### src/rtl/secded_pkg.sv
package secded_pkg;

  localparam int unsigned WORD_W   = 24;
  localparam int unsigned SYN_W    = 5;
  localparam int unsigned LAST_POS = 23;

  // decode outcome codes
  typedef enum logic [2:0] {
    ST_CLEAN         = 3'd0,
    ST_OVERALL       = 3'd1,
    ST_SINGLE        = 3'd2,
    ST_DOUBLE        = 3'd3,
    ST_UNCORRECTABLE = 3'd4
  } status_t;

  // one decoded result
  typedef struct packed {
    logic [WORD_W-1:0] corrected_word;
    status_t           status;
    logic [SYN_W-1:0]  error_position;
  } dec_res_t;

  // word bits covered by syndrome check k: positions 1..23 with bit k set
  function automatic logic [WORD_W-1:0] check_mask(input int unsigned k);
    logic [WORD_W-1:0] m;
    m = '0;
    for (int unsigned pos = 1; pos <= LAST_POS; pos++) begin
      if (((pos >> k) & 1) != 0) begin
        m[pos-1] = 1'b1;
      end
    end
    return m;
  endfunction

endpackage

### src/rtl/secded_decode.sv
module secded_decode (
  input  logic [secded_pkg::WORD_W-1:0] codeword,
  output secded_pkg::dec_res_t          res
);
  import secded_pkg::*;

  logic [SYN_W-1:0] syndrome;
  logic             overall;

  // odd parity checks, syndrome bit is the inverted check
  for (genvar k = 0; k < SYN_W; k++) begin : g_syn
    localparam logic [WORD_W-1:0] MASK = check_mask(k);
    assign syndrome[k] = ~(^(codeword & MASK));
  end

  assign overall = ^codeword;

  // classify and correct
  always_comb begin
    res.corrected_word = codeword;
    res.status         = ST_CLEAN;
    res.error_position = '0;
    priority if (syndrome == '0) begin
      res.status = overall ? ST_CLEAN : ST_OVERALL;
    end else if (overall) begin
      res.status = ST_DOUBLE;
    end else if (syndrome <= SYN_W'(LAST_POS)) begin
      res.status         = ST_SINGLE;
      res.corrected_word = codeword ^ (WORD_W'(1) << (syndrome - SYN_W'(1)));
      res.error_position = syndrome;
    end else begin
      res.status = ST_UNCORRECTABLE;
    end
  end

endmodule

### config.mk
export PLATFORM = sky130hd
export DESIGN_NAME = secded_decode
export DESIGN_NICKNAME = d
export VERILOG_FILES = /design/src/rtl/secded_pkg.sv /design/src/rtl/secded_decode.sv
export SDC_FILE = /design/constraint.sdc
export NUM_CORES = 1
export LEC_CHECK = 0
export BUFFER_PORTS_ARGS = -buffer_cell sky130_fd_sc_hd__clkbuf_2
export CORE_MARGIN = 2
export CORE_UTILIZATION = 52
export DETAILED_ROUTE_END_ITERATION = 8
export PLACE_DENSITY_LB_ADDON = 0.12
export SETUP_SLACK_MARGIN = 0.05
export SYNTH_ARGS = -nofsm -noshare
export SYNTH_HDL_FRONTEND = slang
export SYNTH_SLANG_ARGS = --single-unit
### constraint.sdc
create_clock -name vclk -period 5.34
set_input_delay 0.534 -clock vclk [all_inputs]
set_output_delay 0.534 -clock vclk [all_outputs]
set_load 0.01 [all_outputs]
==> impl_results.md <==
- Worst path cell trace: clkbuf_2, xnor2_1, xor2_1, xnor2_1, nand4_1, mux2_1, clkbuf_2
- Count of final setup violators: 0
- Ratio of cells with drive above 1 in the final layout: 45.34%
- Post-cts resize count: 0
- Pwr/cell area: 341.0 nW/um^2
- Crit path launch type: primary input
- Routed WL per cell: 11.51 um
- Placed cells: 188
- Vias in the first global route: 897
- Row count: 16
- Worst min path class: primary input to output pin
- Crit path largest cell delay: 1040 ps
- FF/Latch Area: 0 sq um
- Leak pwr: 0.6243 nW
- DIE AREA: 2355 sq um
- Hold Worst Slack: 1286 ps
- Yosys Warn Count: 0
- Remaining DRCs: 0
- Detail Route Antenna Nets: 0
- Type of element capturing the critical path: output pin
- Initial Util: 53.65%
- Post-route cell area: 1311 sq um
- Gate Count Post-Synth: 112
- # hold bufs at CTS: 0
- Diodes inserted: 0
- Synthesized cell area: 1031 sq um
- GR Util All Layers: 19.50%
- Hold endpoint: res[31]
- Clock buffers: 0
- Slew @ Worst Pin: 1275 ps
- Seq_cells: 0
- Vias/cell: 4.963
- Nets: 187
- Drt total wl: 2164 um
- Die Y: 48.53 um
- Fin crit share: 64.72%
- Max Slew Vio Count: 0
- Hold depth: 2
- Crit path max fanout: 15
- VDD IR max: 0.2482 mV
- Congestion Overflow GR: 0
- Count of different cell masters after synthesis: 25
- Iteration-0 DRC Markers: 10
- Slew Limit Headroom: 14.37%
- Final cell count without fillers: 188
- Worst Hold Launch: codeword[23]
- Final Hold Vio Count: 0
- I/O Buffers: 56
- Yosys top cell area share: 28.03%
- Area after DPL: 1311 sq um
- Status: completed
- Via count: 933
- Critical Path AT: 2920 ps
- Width of the chip: 48.53 um
- DR pass1 iterations: 4
- Post-detail-place hpwl: 1869 um
- Worst setup path category: primary input to output pin
- Slowest CP cell: xnor2_1
- Io pins: 56
- Worst Path Required: 4810 ps
- Synthesis-to-layout area growth: 27.18%
- Mean post-synth cell area: 9.205 sq um
- Commonest cells after routing, fill and taps aside: 56 x clkbuf_2, 33 x xnor2_1, 15 x nand3_1
- RSZ-0062 raised after global routing: false
- Commonest non-fill, non-tap cell in the layout: clkbuf_2
- Fmax: 0.2894 GHz
- Setup_tns: 0 ps
- Largest net degree at the start of global routing: 16
- Final min period: 3456 ps
- Max cap viols: 0
- Post-Syn Nets: 136
- Core Footprint: 1922 sq um
- Setup repair bufs after CTS: 0
- Ranking of synthesized cells by area: xnor2_1 28%, xnor3_1 15%, xor2_1 12%
- Area leader, netlist: xnor2_1
- Post-synthesis sequential area ratio: 0%
- Fillers: 175
- Initial antenna violation count: 0
- RePlAce Congestion: 0.7955
- Global-route wire length before repair: 3864 um
-- synthesized netlist by cell type, drive strengths merged --
master and n:
a21oi 1, a31oi 1, a41oi 1, and2 1
buf 4, clkbuf 3, mux2 1, nand2 2
nand3 17, nand4 1, nor2 7, nor2b 1
nor3 10, nor4 2, xnor2 34, xnor3 10
xor2 15, xor3 1
-- metrics by stage --
step,util [%],total power [W],setup slack [ps]
2_1_floorplan,-,0.0003465,2539
3_3_place_gp,68.23,0.0004433,1903
3_5_place_dp,68.23,0.0004471,1891
4_1_cts,68.23,0.0004482,1892
5_1_grt,68.23,0.0004901,1599
6_report,68.23,0.0004472,1884
-- where the power goes --
group          internal (W)  leakage (nW)  total [W]  switching, W
Combinational      0.000174         0.624   0.000447      0.000273
Sequential                0             0          0             0
Clock                     0             0          0             0
Total              0.000174         0.624   0.000447      0.000273
-- final cells by class --
type,count,area (sq um),area share (%)
Tap cell,27,33.78,2.576
Multi-Input combinational cell,105,997.2,76.05
Timing Repair Buffer,56,280.3,21.37
-- worst max path at each step --
| stage | to | startpoint | slack [ps] |
|---|---|---|---|
| after floorplan | res[17] | codeword[22] | 2540 |
| after global placement | res[15] | codeword[6] | 1900 |
| after detailed placement | res[15] | codeword[6] | 1890 |
| after CTS | res[15] | codeword[6] | 1890 |
| after global routing | res[15] | codeword[6] | 1600 |
| final | res[15] | codeword[6] | 1880 |
-- critical path: cells and delay by family --
family | cells | cell delay (ps)
xor+xnor | 3 | 1600
buf+inv | 2 | 250
mux | 1 | 360
simple gates | 1 | 180
-- per-layer routing --
layer  wire length, um  share of wire [%]  GRT usage (%)  vias to the layer above
met5                 0                  0              0                        -
met4                 0                  0              0                        0
met3               129                6.0         0.6173                        0
met2              1069                 49          35.88                       32
met1               965                 45          27.18                      416
li1                  -                  -              -                      485
-- cell families (layout without fill, tap and decap cells) --
group                     after synthesis  after routing  share of synthesized area, %
AOI/OAI and AO/OA                       3              3                         1.942
muxes                                   1              1                         1.092
and+or+nand+nor                        41             41                         26.09
buffers and inverters                   7             56                         3.276
xor gates and xnor gates               60             60                         67.60
No activity file was read; power rests on OpenSTA's default activity.
